## src/rtl/core/htfd_pkg.sv

```systemverilog
// Shared types, constants and the CRC-8 step function for the humidity/temperature
// frame decoder. No dependencies; every other file of the block imports it.

package htfd_pkg;

    // Reply byte layout and CRC-8 (poly 0x31, init 0xFF, MSB first, no final XOR)
    localparam logic [7:0] CRC_INIT = 8'hFF;
    localparam logic [7:0] CRC_POLY = 8'h31;

    // Byte positions inside a six-byte reply
    localparam logic [2:0] POS_W0_HI  = 3'd0;
    localparam logic [2:0] POS_W0_LO  = 3'd1;
    localparam logic [2:0] POS_CRC0   = 3'd2;
    localparam logic [2:0] POS_W1_HI  = 3'd3;
    localparam logic [2:0] POS_W1_LO  = 3'd4;
    localparam logic [2:0] POS_CRC1   = 3'd5;

    // Fixed-point conversion constants
    localparam int unsigned TEMP_SCALE  = 17500;  // centi-degrees C span
    localparam int unsigned TEMP_OFFSET = 4500;   // -45.00 C
    localparam int unsigned HUM_SCALE   = 10000;  // centi-percent span
    localparam int unsigned HUM_MAX     = 10000;
    localparam int unsigned FAHR_BIAS   = 40500;  // 8100 * 5, keeps 9*C + bias >= 0
    localparam int unsigned FAHR_RECIP  = 52429;  // ceil(2^18 / 5)
    localparam int unsigned FAHR_SHIFT  = 18;
    localparam int unsigned FAHR_OFFSET = 4900;   // 8100 - 3200

    // Default depth of the queue between front and back
    localparam int unsigned HTFD_QUEUE_DEPTH = 2;

    // APB address width: one 32-bit register at byte address 0
    localparam int unsigned APB_AW = 3;
    localparam int unsigned APB_DW = 32;

    typedef enum logic [1:0] {
        ST_OK   = 2'd0,
        ST_CRC0 = 2'd1,
        ST_CRC1 = 2'd2
    } t_status;

    typedef enum logic {
        KIND_MEAS   = 1'b0,
        KIND_SERIAL = 1'b1
    } t_kind;

    localparam logic REG_FRAME_KIND = 1'b0;  // register index (paddr[2])

    // One checked frame, handed from front to back
    typedef struct packed {
        logic [15:0] w0;
        logic [15:0] w1;
        t_status     status;
        t_kind       kind;
    } t_frame;

    // Queue state seen by both sides
    typedef struct packed {
        logic full;
        logic empty;
    } t_qstat;

    function automatic logic [7:0] crc8_step(input logic [7:0] crc_in, input logic [7:0] b);
        logic [7:0] c;
        c = crc_in ^ b;
        for (int k = 0; k < 8; k++) begin
            c = c[7] ? ((c << 1) ^ CRC_POLY) : (c << 1);
        end
        return c;
    endfunction

endpackage

```

## src/rtl/core/htfd_if.sv

```systemverilog
// Valid/ready channel interfaces for reply bytes in and decoded readings out.
// Depends on htfd_pkg.

interface htfd_byte_if import htfd_pkg::*; ();
    logic       valid;
    logic       ready;
    logic [7:0] data_byte;
    logic       frame_start;

    modport source (output valid, output data_byte, output frame_start, input ready);
    modport sink   (input valid, input data_byte, input frame_start, output ready);
endinterface

interface htfd_result_if import htfd_pkg::*; ();
    logic               valid;
    logic               ready;
    logic signed [14:0] temp_centi_c;
    logic signed [15:0] temp_centi_f;
    logic [13:0]        humidity_centi;
    logic [31:0]        serial_number;
    logic [1:0]         status;
    logic               reading_valid;

    modport source (output valid, output temp_centi_c, output temp_centi_f,
                    output humidity_centi, output serial_number, output status,
                    output reading_valid, input ready);
    modport sink   (input valid, input temp_centi_c, input temp_centi_f,
                    input humidity_centi, input serial_number, input status,
                    input reading_valid, output ready);
endinterface

```

## src/rtl/core/humidity_temp_frame_decoder_unit.sv

```systemverilog
// Humidity/temperature reply frame decoder: six reply bytes in, one reading word out.
// Throughput: one byte per cycle while the queue is not full; the back end converts
// one frame while the front end collects the next. After the sixth byte is accepted the
// frame passes pop, multiply, divide, Fahrenheit multiply and output load, and the result
// word waits while the output stalls. Reset is synchronous, active low: clears the
// byte position, queue, held reading and frame_kind; no clearing pass is needed.

module humidity_temp_frame_decoder_unit import htfd_pkg::*; #(
    parameter int unsigned QUEUE_DEPTH = HTFD_QUEUE_DEPTH
) (
    input  logic              i_clk,
    input  logic              i_rst_n,
    htfd_byte_if.sink         i_byte,
    htfd_result_if.source     o_result,
    input  logic              psel,
    input  logic              penable,
    input  logic              pwrite,
    input  logic [APB_AW-1:0] paddr,
    input  logic [APB_DW-1:0] pwdata,
    output logic [APB_DW-1:0] prdata,
    output logic              pready
);

    t_kind  r_frame_kind;
    logic   cfg_write;
    logic   push;
    t_frame push_frame;
    logic   pop;
    t_frame head;
    t_qstat qstat;

    // Configuration: one register, frame_kind, at byte address 0.
    // Writes complete in the access phase; pready is tied high.
    assign pready    = 1'b1;
    assign cfg_write = psel && penable && pwrite && pready;

    always_ff @(posedge i_clk) begin
        if (!i_rst_n) begin
            r_frame_kind <= KIND_MEAS;
        end else if (cfg_write && paddr[2] == REG_FRAME_KIND) begin
            r_frame_kind <= t_kind'(pwdata[0]);
        end
    end

    // Read back frame_kind; anything beyond the register list reads as zero
    assign prdata = (paddr[2] == REG_FRAME_KIND) ? APB_DW'(r_frame_kind) : '0;

    // Front: position tracking and on-the-fly CRC; one frame pushed per sixth byte.
    // frame_kind is sampled as the frame closes.
    htfd_front u_front (
        .i_clk   (i_clk),
        .i_rst_n (i_rst_n),
        .i_byte  (i_byte),
        .i_kind  (r_frame_kind),
        .i_qstat (qstat),
        .o_push  (push),
        .o_frame (push_frame)
    );

    // Queue: decouple byte intake from the multi-cycle conversion and output stalls
    htfd_queue #(
        .DEPTH (QUEUE_DEPTH)
    ) u_queue (
        .i_clk   (i_clk),
        .i_rst_n (i_rst_n),
        .i_push  (push),
        .i_data  (push_frame),
        .i_pop   (pop),
        .o_head  (head),
        .o_stat  (qstat)
    );

    // Back: conversion, held reading, output register
    htfd_back u_back (
        .i_clk   (i_clk),
        .i_rst_n (i_rst_n),
        .i_head  (head),
        .i_qstat (qstat),
        .o_pop   (pop),
        .o_res   (o_result)
    );

endmodule

```

## src/rtl/core/htfd_front.sv

```systemverilog
// Front end: accepts reply bytes, tracks byte position, runs the CRC-8 on the fly
// and pushes one checked frame per six bytes. Depends on htfd_pkg, htfd_if.

module htfd_front import htfd_pkg::*; (
    input  logic          i_clk,
    input  logic          i_rst_n,
    htfd_byte_if.sink     i_byte,
    input  t_kind         i_kind,
    input  t_qstat        i_qstat,
    output logic          o_push,
    output t_frame        o_frame
);

    logic [2:0]  r_pos, n_pos;
    logic [7:0]  r_crc, n_crc;
    logic        r_bad0, n_bad0;
    logic [15:0] r_w0, n_w0;
    logic [15:0] r_w1, n_w1;
    logic [2:0]  eff_pos;
    logic        accept;
    logic        bad1;
    t_status     frame_status;

    assign i_byte.ready = !i_qstat.full;
    assign accept       = i_byte.valid && i_byte.ready;
    assign eff_pos      = i_byte.frame_start ? POS_W0_HI : r_pos;
    assign bad1         = (r_crc != i_byte.data_byte);

    always_comb begin
        n_pos  = r_pos;
        n_crc  = r_crc;
        n_bad0 = r_bad0;
        n_w0   = r_w0;
        n_w1   = r_w1;
        if (accept) begin
            n_pos = (eff_pos == POS_CRC1) ? POS_W0_HI : eff_pos + 3'd1;
            unique case (eff_pos)
                POS_W0_HI: begin
                    n_w0[15:8] = i_byte.data_byte;
                    n_crc      = crc8_step(CRC_INIT, i_byte.data_byte);
                end
                POS_W0_LO: begin
                    n_w0[7:0] = i_byte.data_byte;
                    n_crc     = crc8_step(r_crc, i_byte.data_byte);
                end
                POS_CRC0: begin
                    n_bad0 = (r_crc != i_byte.data_byte);
                end
                POS_W1_HI: begin
                    n_w1[15:8] = i_byte.data_byte;
                    n_crc      = crc8_step(CRC_INIT, i_byte.data_byte);
                end
                POS_W1_LO: begin
                    n_w1[7:0] = i_byte.data_byte;
                    n_crc     = crc8_step(r_crc, i_byte.data_byte);
                end
                default: begin
                    n_pos = POS_W0_HI;  // sixth byte, or an out-of-range position
                end
            endcase
        end
    end

    always_ff @(posedge i_clk) begin
        if (!i_rst_n) begin
            r_pos <= POS_W0_HI;
        end else begin
            r_pos <= n_pos;
        end
        r_crc  <= n_crc;
        r_bad0 <= n_bad0;
        r_w0   <= n_w0;
        r_w1   <= n_w1;
    end

    // Sixth byte closes the frame: first failing CRC wins
    always_comb begin
        priority if (r_bad0) begin
            frame_status = ST_CRC0;
        end else if (bad1) begin
            frame_status = ST_CRC1;
        end else begin
            frame_status = ST_OK;
        end
    end

    assign o_push         = accept && (eff_pos == POS_CRC1);
    assign o_frame.w0     = r_w0;
    assign o_frame.w1     = r_w1;
    assign o_frame.kind   = i_kind;
    assign o_frame.status = frame_status;

    a_pos_range: assert property (@(posedge i_clk) disable iff (!i_rst_n)
        r_pos <= POS_CRC1)
        else $error("byte position out of range");

endmodule

```

## src/rtl/core/htfd_queue.sv

```systemverilog
// Short FIFO of checked frames between the front end and the conversion back end.
// Depends on htfd_pkg.

module htfd_queue import htfd_pkg::*; #(
    parameter int unsigned DEPTH = HTFD_QUEUE_DEPTH
) (
    input  logic   i_clk,
    input  logic   i_rst_n,
    input  logic   i_push,
    input  t_frame i_data,
    input  logic   i_pop,
    output t_frame o_head,
    output t_qstat o_stat
);

    localparam int unsigned AW = (DEPTH > 1) ? $clog2(DEPTH) : 1;
    localparam int unsigned CW = $clog2(DEPTH + 1);

    t_frame        r_mem [DEPTH];
    logic [AW-1:0] r_wr_ptr, r_rd_ptr;
    logic [CW-1:0] r_count;
    logic          do_push, do_pop;

    function automatic logic [AW-1:0] ptr_inc(input logic [AW-1:0] p);
        return (p == AW'(DEPTH - 1)) ? '0 : p + AW'(1);
    endfunction

    assign o_stat.full  = (r_count == CW'(DEPTH));
    assign o_stat.empty = (r_count == '0);
    assign do_push      = i_push && !o_stat.full;
    assign do_pop       = i_pop && !o_stat.empty;
    assign o_head       = r_mem[r_rd_ptr];

    always_ff @(posedge i_clk) begin
        if (!i_rst_n) begin
            r_wr_ptr <= '0;
            r_rd_ptr <= '0;
            r_count  <= '0;
        end else begin
            if (do_push) begin
                r_wr_ptr <= ptr_inc(r_wr_ptr);
            end
            if (do_pop) begin
                r_rd_ptr <= ptr_inc(r_rd_ptr);
            end
            r_count <= r_count + CW'(do_push) - CW'(do_pop);
        end
        if (do_push) begin
            r_mem[r_wr_ptr] <= i_data;
        end
    end

    a_count_bound: assert property (@(posedge i_clk) disable iff (!i_rst_n)
        r_count <= CW'(DEPTH))
        else $error("queue count exceeds depth");

    a_no_overflow: assert property (@(posedge i_clk) disable iff (!i_rst_n)
        o_stat.full && !do_pop |=> r_count == CW'(DEPTH))
        else $error("queue lost an entry while full");

endmodule

```

## src/rtl/core/htfd_back.sv

```systemverilog
// Back end: converts a checked frame to fixed-point readings, keeps the last good
// reading and drives the output register. Depends on htfd_pkg, htfd_if.

module htfd_back import htfd_pkg::*; (
    input  logic            i_clk,
    input  logic            i_rst_n,
    input  t_frame          i_head,
    input  t_qstat          i_qstat,
    output logic            o_pop,
    htfd_result_if.source   o_res
);

    typedef enum logic [4:0] {
        S_IDLE = 5'b00001,
        S_MUL  = 5'b00010,
        S_DIV  = 5'b00100,
        S_FMUL = 5'b01000,
        S_FOUT = 5'b10000
    } t_state;

    t_state              r_state, n_state;
    t_frame              r_frame;
    logic [30:0]         r_prod_t;
    logic [29:0]         r_prod_h;
    logic [33:0]         r_fprod;
    logic signed [14:0]  r_held_temp;
    logic [13:0]         r_held_hum;
    logic                r_have;
    logic                r_out_valid;
    logic signed [14:0]  r_out_tc;
    logic signed [15:0]  r_out_tf;
    logic [13:0]         r_out_rh;
    logic [31:0]         r_out_sn;
    logic [1:0]          r_out_st;
    logic                r_out_rv;

    logic [31:0]         sum_t, sum_h;
    logic [15:0]         q_t, q_h;
    logic [13:0]         hum_clamped;
    logic signed [18:0]  held_x, fahr_s;
    logic [14:0]         fahr_q;
    logic                good_meas;
    logic                load_out;

    assign o_pop    = (r_state == S_IDLE) && !i_qstat.empty;
    assign load_out = (r_state == S_FOUT) && (!r_out_valid || o_res.ready);

    // x / 65535 as (x + (x >> 16) + 1) >> 16, exact for x < 2^32 - 1
    assign sum_t       = 32'(r_prod_t) + 32'(r_prod_t >> 16) + 32'd1;
    assign sum_h       = 32'(r_prod_h) + 32'(r_prod_h >> 16) + 32'd1;
    assign q_t         = sum_t[31:16];
    assign q_h         = sum_h[31:16];
    assign hum_clamped = (q_h > 16'(HUM_MAX)) ? 14'(HUM_MAX) : q_h[13:0];
    assign good_meas   = (r_frame.kind == KIND_MEAS) && (r_frame.status == ST_OK);

    // 9*C + 40500 is never negative for C >= -4500
    assign held_x = 19'(r_held_temp);
    assign fahr_s = (held_x <<< 3) + held_x + 19'sd40500;
    assign fahr_q = r_fprod[FAHR_SHIFT +: 15];

    always_comb begin
        n_state = r_state;
        unique case (r_state)
            S_IDLE: if (!i_qstat.empty) n_state = S_MUL;
            S_MUL:  n_state = S_DIV;
            S_DIV:  n_state = S_FMUL;
            S_FMUL: n_state = S_FOUT;
            S_FOUT: if (load_out) n_state = S_IDLE;
            default: n_state = S_IDLE;
        endcase
    end

    always_ff @(posedge i_clk) begin
        if (!i_rst_n) begin
            r_state     <= S_IDLE;
            r_have      <= 1'b0;
            r_held_temp <= '0;
            r_held_hum  <= '0;
            r_out_valid <= 1'b0;
        end else begin
            r_state <= n_state;
            if (r_state == S_DIV && good_meas) begin
                r_held_temp <= signed'(q_t[14:0] - 15'(TEMP_OFFSET));
                r_held_hum  <= hum_clamped;
                r_have      <= 1'b1;
            end
            if (load_out) begin
                r_out_valid <= 1'b1;
            end else if (o_res.ready) begin
                r_out_valid <= 1'b0;
            end
        end
        if (o_pop) begin
            r_frame <= i_head;
        end
        if (r_state == S_MUL) begin
            r_prod_t <= 31'(r_frame.w0) * 31'(TEMP_SCALE);
            r_prod_h <= 30'(r_frame.w1) * 30'(HUM_SCALE);
        end
        if (r_state == S_FMUL) begin
            r_fprod <= 34'(fahr_s[17:0]) * 34'(FAHR_RECIP);
        end
        if (load_out) begin
            r_out_tc <= r_have ? r_held_temp : '0;
            r_out_tf <= r_have ? signed'(16'(fahr_q) - 16'(FAHR_OFFSET)) : '0;
            r_out_rh <= r_have ? r_held_hum : '0;
            r_out_sn <= (r_frame.kind == KIND_SERIAL && r_frame.status == ST_OK) ?
                        {r_frame.w0, r_frame.w1} : '0;
            r_out_st <= r_frame.status;
            r_out_rv <= r_have;
        end
    end

    assign o_res.valid          = r_out_valid;
    assign o_res.temp_centi_c   = r_out_tc;
    assign o_res.temp_centi_f   = r_out_tf;
    assign o_res.humidity_centi = r_out_rh;
    assign o_res.serial_number  = r_out_sn;
    assign o_res.status         = r_out_st;
    assign o_res.reading_valid  = r_out_rv;

    a_invalid_zero: assert property (@(posedge i_clk) disable iff (!i_rst_n)
        r_out_valid && !r_out_rv |-> r_out_tc == '0 && r_out_tf == '0 && r_out_rh == '0)
        else $error("readings not zero without a good measurement");

    a_bad_no_serial: assert property (@(posedge i_clk) disable iff (!i_rst_n)
        r_out_valid && r_out_st != ST_OK |-> r_out_sn == '0)
        else $error("serial number shown for a failed frame");

    a_have_sticky: assert property (@(posedge i_clk) disable iff (!i_rst_n)
        r_have |=> r_have)
        else $error("held reading lost");

endmodule
```

## src/flat_wrapper.sv

```systemverilog
// flat-port wrapper written by rule: the top's interface ports become plain ports
module humidity_temp_frame_decoder_unit_flat import htfd_pkg::*;
#(
    parameter int unsigned QUEUE_DEPTH = HTFD_QUEUE_DEPTH
)
  (i_clk, i_rst_n, psel, penable, pwrite, paddr, pwdata, prdata, pready, i_byte_valid, i_byte_data_byte, i_byte_frame_start, i_byte_ready, o_result_valid, o_result_temp_centi_c, o_result_temp_centi_f, o_result_humidity_centi, o_result_serial_number, o_result_status, o_result_reading_valid, o_result_ready);
  htfd_byte_if i_byte_i ();
  htfd_result_if o_result_i ();
  input  logic i_clk;
  input  logic i_rst_n;
  input  logic psel;
  input  logic penable;
  input  logic pwrite;
  input  logic [APB_AW-1:0] paddr;
  input  logic [APB_DW-1:0] pwdata;
  output logic [APB_DW-1:0] prdata;
  output logic pready;
  input wire logic [$bits(i_byte_i.valid)-1:0] i_byte_valid;
  input wire logic [$bits(i_byte_i.data_byte)-1:0] i_byte_data_byte;
  input wire logic [$bits(i_byte_i.frame_start)-1:0] i_byte_frame_start;
  output wire logic [$bits(i_byte_i.ready)-1:0] i_byte_ready;
  output wire logic [$bits(o_result_i.valid)-1:0] o_result_valid;
  output wire logic [$bits(o_result_i.temp_centi_c)-1:0] o_result_temp_centi_c;
  output wire logic [$bits(o_result_i.temp_centi_f)-1:0] o_result_temp_centi_f;
  output wire logic [$bits(o_result_i.humidity_centi)-1:0] o_result_humidity_centi;
  output wire logic [$bits(o_result_i.serial_number)-1:0] o_result_serial_number;
  output wire logic [$bits(o_result_i.status)-1:0] o_result_status;
  output wire logic [$bits(o_result_i.reading_valid)-1:0] o_result_reading_valid;
  input wire logic [$bits(o_result_i.ready)-1:0] o_result_ready;
  assign i_byte_i.valid = i_byte_valid;
  assign i_byte_i.data_byte = i_byte_data_byte;
  assign i_byte_i.frame_start = i_byte_frame_start;
  assign i_byte_ready = i_byte_i.ready;
  assign o_result_valid = o_result_i.valid;
  assign o_result_temp_centi_c = o_result_i.temp_centi_c;
  assign o_result_temp_centi_f = o_result_i.temp_centi_f;
  assign o_result_humidity_centi = o_result_i.humidity_centi;
  assign o_result_serial_number = o_result_i.serial_number;
  assign o_result_status = o_result_i.status;
  assign o_result_reading_valid = o_result_i.reading_valid;
  assign o_result_i.ready = o_result_ready;
  humidity_temp_frame_decoder_unit #(.QUEUE_DEPTH(QUEUE_DEPTH)) u_core (.i_clk(i_clk), .i_rst_n(i_rst_n), .i_byte(i_byte_i), .o_result(o_result_i), .psel(psel), .penable(penable), .pwrite(pwrite), .paddr(paddr), .pwdata(pwdata), .prdata(prdata), .pready(pready));
endmodule
```

## config.mk

```make
export PLATFORM = sky130hd
export DESIGN_NAME = humidity_temp_frame_decoder_unit_flat
export DESIGN_NICKNAME = d
export VERILOG_FILES = /design/src/rtl/core/htfd_pkg.sv /design/src/rtl/core/htfd_if.sv /design/src/rtl/core/humidity_temp_frame_decoder_unit.sv /design/src/rtl/core/htfd_front.sv /design/src/rtl/core/htfd_queue.sv /design/src/rtl/core/htfd_back.sv /design/src/flat_wrapper.sv
export SDC_FILE = /design/constraint.sdc
export NUM_CORES = 1
export LEC_CHECK = 0
export BUFFER_PORTS_ARGS = -buffer_cell sky130_fd_sc_hd__buf_2
export CORE_UTILIZATION = 60
export CTS_CLUSTER_SIZE = 14
export DETAILED_ROUTE_END_ITERATION = 10
export PLACE_DENSITY_LB_ADDON = 0.25
export SKIP_CTS_REPAIR_TIMING = 1
export SLEW_MARGIN = 15
export SYNTH_ARGS = -nofsm -noshare
export SYNTH_HDL_FRONTEND = slang
export SYNTH_SLANG_ARGS = --single-unit
```

## constraint.sdc

```tcl
create_clock -name i_clk -period 17.69 [get_ports i_clk]
set_input_delay 1.769 -clock i_clk [delete_from_list [all_inputs] [get_ports i_clk]]
set_output_delay 1.769 -clock i_clk [all_outputs]
set_load 0.005 [all_outputs]
```

==> run_summary.xml, run 1 <==
<?xml version="1.0" encoding="UTF-8"?>
<metrics>
  <group name="cts">
    <metric name="clkSinkCount" unit="">340</metric>
    <metric name="clock_buffers_created_by_tritoncts" unit="">37</metric>
    <metric name="clkTransAtPathRegs" unit="ns">0.06</metric>
    <metric name="ctsLongestPathBuffers" unit="">3</metric>
    <metric name="cts_root_buffer" unit="">clkbuf_16</metric>
    <metric name="clock_latency" unit="ns">0.57</metric>
    <metric name="htreeDepth" unit="">2</metric>
    <metric name="cts_tree" unit="">built</metric>
  </group>
  <group name="cells_and_area">
    <metric name="antennaDiodeCount" unit="">0</metric>
    <metric name="multiInputGateArea" unit="mm2">0.0140</metric>
    <metric name="finish.utilization" unit="%">66.5</metric>
    <metric name="layout.cells.most_common" unit="">inv_1</metric>
    <metric name="area.sequential" unit="mm2">0.00977</metric>
    <metric name="final_net_count" unit="">2984</metric>
    <metric name="syn2layout_area_growth" unit="%">9.14</metric>
    <metric name="nFillCells" unit="">3177</metric>
    <metric name="drive_gt1_share" unit="%">9.33</metric>
    <metric name="layout_common_cells" unit="">inv_1 (449), ha_1 (359), edfxtp_1 (296)</metric>
  </group>
  <group name="critical_path">
    <metric name="start_kind" unit="">register</metric>
    <metric name="critical_path.max_stage_delay" unit="ns">0.54</metric>
    <metric name="worst_ep_arrival_time" unit="ns">9.74</metric>
    <metric name="critical_path.reg2reg.startpoint" unit="">u_core.u_back.r_held_temp[0]$_SDFFE_PN0P_</metric>
    <metric name="ff2ff_path_depth" unit="">32</metric>
    <metric name="crit_cells" unit="">32</metric>
    <metric name="crit_fanout" unit="">8</metric>
    <metric name="crit_family" unit="">adder cells</metric>
    <metric name="worst_setup_path_startpoint" unit="">u_core.u_back.r_held_temp[0]$_SDFFE_PN0P_</metric>
    <metric name="cp_slowest_cell" unit="">fa_1</metric>
    <metric name="worst_setup_path_category" unit="">register to register</metric>
    <metric name="cp_data_required_time" unit="ns">17.98</metric>
    <metric name="critical_path.endpoint_type" unit="">register</metric>
    <metric name="number_of_buffers_and_inverters_on_the_critical_path" unit="">4</metric>
  </group>
  <group name="synthesis">
    <metric name="synth_area_leaders" unit="">edfxtp_1 (35%), ha_1 (18%), fa_1 (13%)</metric>
    <metric name="synth_async_sr_flop_share" unit="%">0</metric>
    <metric name="synthDominantCellAreaShare" unit="%">34.7</metric>
    <metric name="yosysTopAreaCell" unit="">edfxtp_1</metric>
    <metric name="syn_area_per_cell" unit="um2">11.2</metric>
    <metric name="synth.yosys.warnings" unit="">0</metric>
    <metric name="postSynth.topFlopCell" unit="">edfxtp_1</metric>
    <metric name="netlist_area" unit="mm2">0.0256</metric>
    <metric name="synth_edf_count" unit="">296</metric>
    <metric name="postSynthRegisterBits" unit="">340</metric>
    <metric name="synth-seq-area-share" unit="%">38.1</metric>
    <metric name="mapped_cells" unit="">2283</metric>
    <metric name="cell_variety_after_synth" unit="">78</metric>
  </group>
  <group name="worst_hold_path">
    <metric name="hold_critical_path_depth" unit="">0</metric>
    <metric name="hold_path_startpoint" unit="">u_core.u_front.r_w0[10]$_DFFE_PP_</metric>
    <metric name="holdCritPathClass" unit="">register to register</metric>
  </group>
  <group name="detailed_routing">
    <metric name="drt_first_iter_violations" unit="">880</metric>
    <metric name="drcViolationCount" unit="">0</metric>
    <metric name="route.detailed.wl_per_inst" unit="um">17.2</metric>
    <metric name="detailedRoute.firstPassIterationCount" unit="">5</metric>
    <metric name="route.vias.total" unit="">16300</metric>
    <metric name="vias_per_cell" unit="">5.49</metric>
    <metric name="wl" unit="um">51200</metric>
    <metric name="drtAntennaViolNets" unit="">0</metric>
  </group>
  <group name="sta">
    <metric name="maxClockFrequency" unit="MHz">106</metric>
    <metric name="post-route-min-period" unit="ns">9.44</metric>
    <metric name="tns" unit="ns">0</metric>
    <metric name="setup-violations-final" unit="">0</metric>
    <metric name="grt_setup_unrepaired" unit="">false</metric>
    <metric name="clock-skew-final" unit="ns">0.0183</metric>
    <metric name="max-slew-margin-rel" unit="%">22.9</metric>
    <metric name="min_period_over_period" unit="%">53.4</metric>
    <metric name="timing.final.hold_violations" unit="">0</metric>
    <metric name="maxSlewViolCount" unit="">0</metric>
    <metric name="worst_tran_pin_value" unit="ns">1.15</metric>
  </group>
  <group name="floorplanning">
    <metric name="initial_utilization" unit="%">61.0</metric>
    <metric name="floorplan.io_pins" unit="">166</metric>
    <metric name="placeableCoreArea" unit="mm2">0.0420</metric>
    <metric name="placementRows" unit="">75</metric>
    <metric name="floorplan.die.width" unit="um">209</metric>
    <metric name="die_area" unit="mm2">0.0435</metric>
    <metric name="die_y" unit="um">209</metric>
  </group>
  <group name="global_routing">
    <metric name="antenna_violations_before_repair" unit="">1</metric>
    <metric name="grt_total_ovfl" unit="">0</metric>
    <metric name="gr-usage-all-layers" unit="%">24.3</metric>
    <metric name="grt_max_degree" unit="">56</metric>
    <metric name="grt_pass1_wl" unit="um">83300</metric>
    <metric name="grt_pass1_vias" unit="">16700</metric>
  </group>
  <group name="place">
    <metric name="gpl.final_weighted_congestion" unit="">0.890</metric>
    <metric name="hpwl" unit="um">40300</metric>
    <metric name="io_buffers" unit="">100</metric>
  </group>
  <group name="run">
    <metric name="max-cap-violations" unit="">0</metric>
  </group>
  <group name="run_status">
    <metric name="outcome" unit="">finished clean</metric>
  </group>
</metrics>
sequential cells by signal (all words and copies together), names as in the netlist, 16 cells and up:
register,cells
u_core.u_back.r_prod_t,29
u_core.u_back.o_res.temp_centi_f,16
u_core.u_back.o_res.serial_number,32
u_core.u_back.r_prod_h,26
u_core.u_queue.r_mem,70
u_core.u_front.r_w1,16
u_core.u_back.r_frame,35
u_core.u_front.r_w0,16
synthesized netlist by cell type, types with 16 or more instances:
cell type and count:
ha_1 359, clkbuf_1 22, buf_4 32, and2_1 82
nand3_1 26, fa_1 171, mux2_2 35, nand2_1 82
nor3_1 35, edfxtp_1 296, and3_1 16, nor2_1 94
o21ai_0 40, dfxtp_1 44, a21o_1 31, a21oi_1 88
xnor2_1 80, xor2_1 80, inv_1 450
final timing paths:
kind	endpoint	slack, ns
setup / recovery	u_core.u_back.r_fprod[32]$_DFFE_PP_	8.25
setup reg to reg	u_core.u_back.r_fprod[32]$_DFFE_PP_	8.25
hold / removal	u_core.u_queue.r_mem[0][29]$_DFFE_PP_	0.44
hold reg to reg	u_core.u_queue.r_mem[0][29]$_DFFE_PP_	0.44
stage by stage:
step / setup slack [ns] / cells / hold WS (ns) / instance area (um2)
global route: 7.88 / 2971 / 0.444 / 28000
CTS: 8.33 / 2970 / 0.434 / 27900
detailed placement: 8.37 / 2902 / 0.430 / 26700
global placement: 8.58 / 2902 / 0.422 / 26700
finish: 8.25 / 2971 / 0.437 / 28000
floorplan: 9.54 / 2313 / 0.406 / 25700
cell families (layout without fill, tap and decap cells):
group                    count (synthesis)  after routing  synth area share [%]
other                                    2             32                0.0293
XOR/XNOR                               160            160                  5.47
buffers and inverters                  508            627                  7.91
AO/OA/AOI/OAI                          285            285                  7.48
AND/OR/NAND/NOR                        421            421                  8.47
flip-flops                             340            340                  38.1
adder cells (fa/ha/maj)                530            530                  30.9
multiplexers                            37             37                  1.63
layer usage:
layer	part of all wire (%)	global-route usage (%)
met3	4.4	2.98
met4	2.3	7.43
met5	0	0
met1	45	32.2
met2	48	42.0
layout make-up:
| cell class | count | share of cell area, % |
|---|---|---|
| clock buffers | 52 | 3.69 |
| clock inverters | 16 | 0.859 |
| inverters | 451 | 6.05 |
| multi-input cells | 1465 | 50.0 |
| flip-flops and latches | 340 | 34.9 |
| well taps | 539 | 2.41 |
| repair buffers | 108 | 2.08 |
Power of run 1 is not shown: default switching activity piles up to over one toggle a cycle in this logic, so the estimate is an artifact.
==> run 2, diff against run 1 <==
--- a/config.mk
+++ b/config.mk
@@ -6,7 +6,7 @@
 export NUM_CORES = 1
 export LEC_CHECK = 0
 export BUFFER_PORTS_ARGS = -buffer_cell sky130_fd_sc_hd__buf_2
-export CORE_UTILIZATION = 60
+export CORE_UTILIZATION = 57
 export CTS_CLUSTER_SIZE = 14
 export DETAILED_ROUTE_END_ITERATION = 10
 export PLACE_DENSITY_LB_ADDON = 0.25
==> constraint.sdc (replaced) <==
create_clock -name i_clk -period 8.5 [get_ports i_clk]
set_input_delay 0.85 -clock i_clk [delete_from_list [all_inputs] [get_ports i_clk]]
set_output_delay 0.85 -clock i_clk [all_outputs]
set_load 0.005 [all_outputs]
==> run 2 against run 1 <==
  * Setup slack worse by 7.8 ns
  * Fmax rose by 17%
  * First-iteration DRC count shrank 5.0%
  * Critical path depth unchanged
  * Clock-buffer cell count is 8 lower
  * Sequential share of layout area shrank 0.25 points
  * Global-route usage fell by 1.1 points
  * Critical path type unchanged
  * Critical endpoint unchanged
==> run_summary.xml, run 2 (synthesis results as in run 1) <==
<?xml version="1.0" encoding="UTF-8"?>
<metrics>
  <group name="run_status">
    <metric name="outcome" unit="">finished clean</metric>
  </group>
  <group name="floorplanning">
    <metric name="initial_utilization" unit="%">57.8</metric>
    <metric name="placementRows" unit="">77</metric>
    <metric name="placeableCoreArea" unit="mm2">0.0443</metric>
    <metric name="floorplan.die.width" unit="um">214</metric>
    <metric name="floorplan.io_pins" unit="">166</metric>
    <metric name="die_y" unit="um">214</metric>
    <metric name="die_area" unit="mm2">0.0458</metric>
  </group>
  <group name="cells_and_area">
    <metric name="area.sequential" unit="mm2">0.00977</metric>
    <metric name="syn2layout_area_growth" unit="%">9.92</metric>
    <metric name="drive_gt1_share" unit="%">10.5</metric>
    <metric name="antennaDiodeCount" unit="">0</metric>
    <metric name="max_reg_flops" unit="">70</metric>
    <metric name="layout.cells.most_common" unit="">inv_1</metric>
    <metric name="nFillCells" unit="">3533</metric>
    <metric name="max_flop_register" unit="">u_core.u_queue.r_mem</metric>
    <metric name="layout_common_cells" unit="">inv_1 (449), ha_1 (359), edfxtp_1 (296)</metric>
    <metric name="multiInputGateArea" unit="mm2">0.0140</metric>
    <metric name="final_net_count" unit="">3002</metric>
  </group>
  <group name="cts">
    <metric name="ctsLongestPathBuffers" unit="">3</metric>
    <metric name="clock_buffers_created_by_tritoncts" unit="">38</metric>
    <metric name="clkTransAtPathRegs" unit="ns">0.06</metric>
    <metric name="htreeDepth" unit="">2</metric>
    <metric name="cts_tree" unit="">built</metric>
    <metric name="cts_root_buffer" unit="">clkbuf_16</metric>
    <metric name="clock_latency" unit="ns">0.54</metric>
    <metric name="clkSinkCount" unit="">340</metric>
  </group>
  <group name="global_routing">
    <metric name="grt_max_degree" unit="">81</metric>
    <metric name="antenna_violations_before_repair" unit="">0</metric>
    <metric name="grt_pass1_wl" unit="um">85100</metric>
    <metric name="grt_total_ovfl" unit="">0</metric>
    <metric name="grt_pass1_vias" unit="">16800</metric>
    <metric name="gr-usage-all-layers" unit="%">23.2</metric>
  </group>
  <group name="sta">
    <metric name="clock-skew-final" unit="ns">0.0167</metric>
    <metric name="final_critical_path_setup_slack" unit="ns">0.429</metric>
    <metric name="max-slew-margin-rel" unit="%">25.0</metric>
    <metric name="setup-violations-final" unit="">0</metric>
    <metric name="post-route-min-period" unit="ns">8.07</metric>
    <metric name="worst_tran_pin_value" unit="ns">1.12</metric>
    <metric name="timing.final.hold_violations" unit="">0</metric>
    <metric name="maxSlewViolCount" unit="">0</metric>
    <metric name="maxClockFrequency" unit="MHz">124</metric>
    <metric name="min_period_over_period" unit="%">95.0</metric>
  </group>
  <group name="critical_path">
    <metric name="worst_setup_path_category" unit="">register to register</metric>
    <metric name="worst_ep_arrival_time" unit="ns">8.34</metric>
    <metric name="cp_data_required_time" unit="ns">8.77</metric>
    <metric name="critical_path.max_stage_delay" unit="ns">0.55</metric>
    <metric name="critical_path.endpoint_type" unit="">register</metric>
    <metric name="cp_slowest_cell" unit="">fa_1</metric>
    <metric name="crit_fanout" unit="">4</metric>
    <metric name="start_kind" unit="">register</metric>
  </group>
  <group name="detailed_routing">
    <metric name="drt_first_iter_violations" unit="">836</metric>
    <metric name="detailedRoute.firstPassIterationCount" unit="">5</metric>
    <metric name="wl" unit="um">51900</metric>
    <metric name="route.vias.total" unit="">16400</metric>
    <metric name="drtAntennaViolNets" unit="">0</metric>
    <metric name="route.detailed.wl_per_inst" unit="um">17.1</metric>
    <metric name="vias_per_cell" unit="">5.38</metric>
    <metric name="drcViolationCount" unit="">0</metric>
  </group>
  <group name="worst_hold_path">
    <metric name="holdCritPathClass" unit="">register to register</metric>
  </group>
  <group name="run">
    <metric name="max-cap-violations" unit="">0</metric>
  </group>
  <group name="place">
    <metric name="hpwl" unit="um">41200</metric>
    <metric name="pre_cts_setup_slack" unit="ns">0.0359</metric>
    <metric name="gpl.final_weighted_congestion" unit="">0.919</metric>
    <metric name="io_buffers" unit="">100</metric>
  </group>
</metrics>
## run 2: changes by cell type in the layout (fill, tap and decap cells not counted), moves of 5 or more
cell / before / now
buf_4: 7 / 24
clkbuf_1: 10 / 5
a21oi_1: 88 / 83
clkinv_2: 4 / 9
## run 2: cell type report
type                            count  share of cell area, %
Tap cell                          592                   2.63
Multi-Input combinational cell   1465                   49.8
Inverter                          451                   6.01
Sequential cell                   340                   34.7
Timing Repair Buffer              125                   2.51
Clock inverter                     25                  0.866
Clock buffer                       44                   3.49
## run 2: layer usage
| metal | vias to the layer above | wire length (um) | GRT usage, % |
|---|---|---|---|
| met5 | - | 0 | 0 |
| met3 | 83 | 1740 | 2.57 |
| met1 | 8036 | 23400 | 30.8 |
| met2 | 322 | 25500 | 40.4 |
| li1 | 7929 | - | - |
| met4 | 0 | 1280 | 6.33 |
## run 2: path summary, 6_finish.rpt
path / start / end / slack [ns] / cells after the start
max: u_core.u_back.r_held_temp[3]$_SDFFE_PN0P_ / u_core.u_back.r_fprod[32]$_DFFE_PP_ / 0.43 / 32
min: u_core.u_front.r_w0[14]$_DFFE_PP_ / u_core.u_queue.r_mem[0][33]$_DFFE_PP_ / 0.44 / 0
max reg2reg: u_core.u_back.r_held_temp[3]$_SDFFE_PN0P_ / u_core.u_back.r_fprod[32]$_DFFE_PP_ / 0.43 / 32
min reg2reg: u_core.u_front.r_w0[14]$_DFFE_PP_ / u_core.u_queue.r_mem[0][33]$_DFFE_PP_ / 0.44 / 0
## run 2: through the flow
stage	TNS [ns]	cells	hold slack [ns]	utilization (%)	area, um2
6_report	0	3042	0.441	63.6	28200
5_1_grt	-0.0185	3042	0.447	63.6	28200
4_1_cts	-0.0275	3041	0.444	63.4	28100
3_5_place_dp	0	2972	0.432	60.6	26900
3_3_place_gp	0	2972	0.424	60.6	26900
2_1_floorplan	0	2313	0.406	-	25700
## run 2: critical path, delay by kind of cell (launching register included)
kind,cells,cell delay (ns)
AOI/OAI and AO/OA,12,2.33
xor gates and xnor gates,1,0.15
adders and majority gates,10,3.89
and+or+nand+nor,5,0.91
DFF,1,0.32
buffers and inverters,4,0.20
Power of run 2 is left out for the same reason.
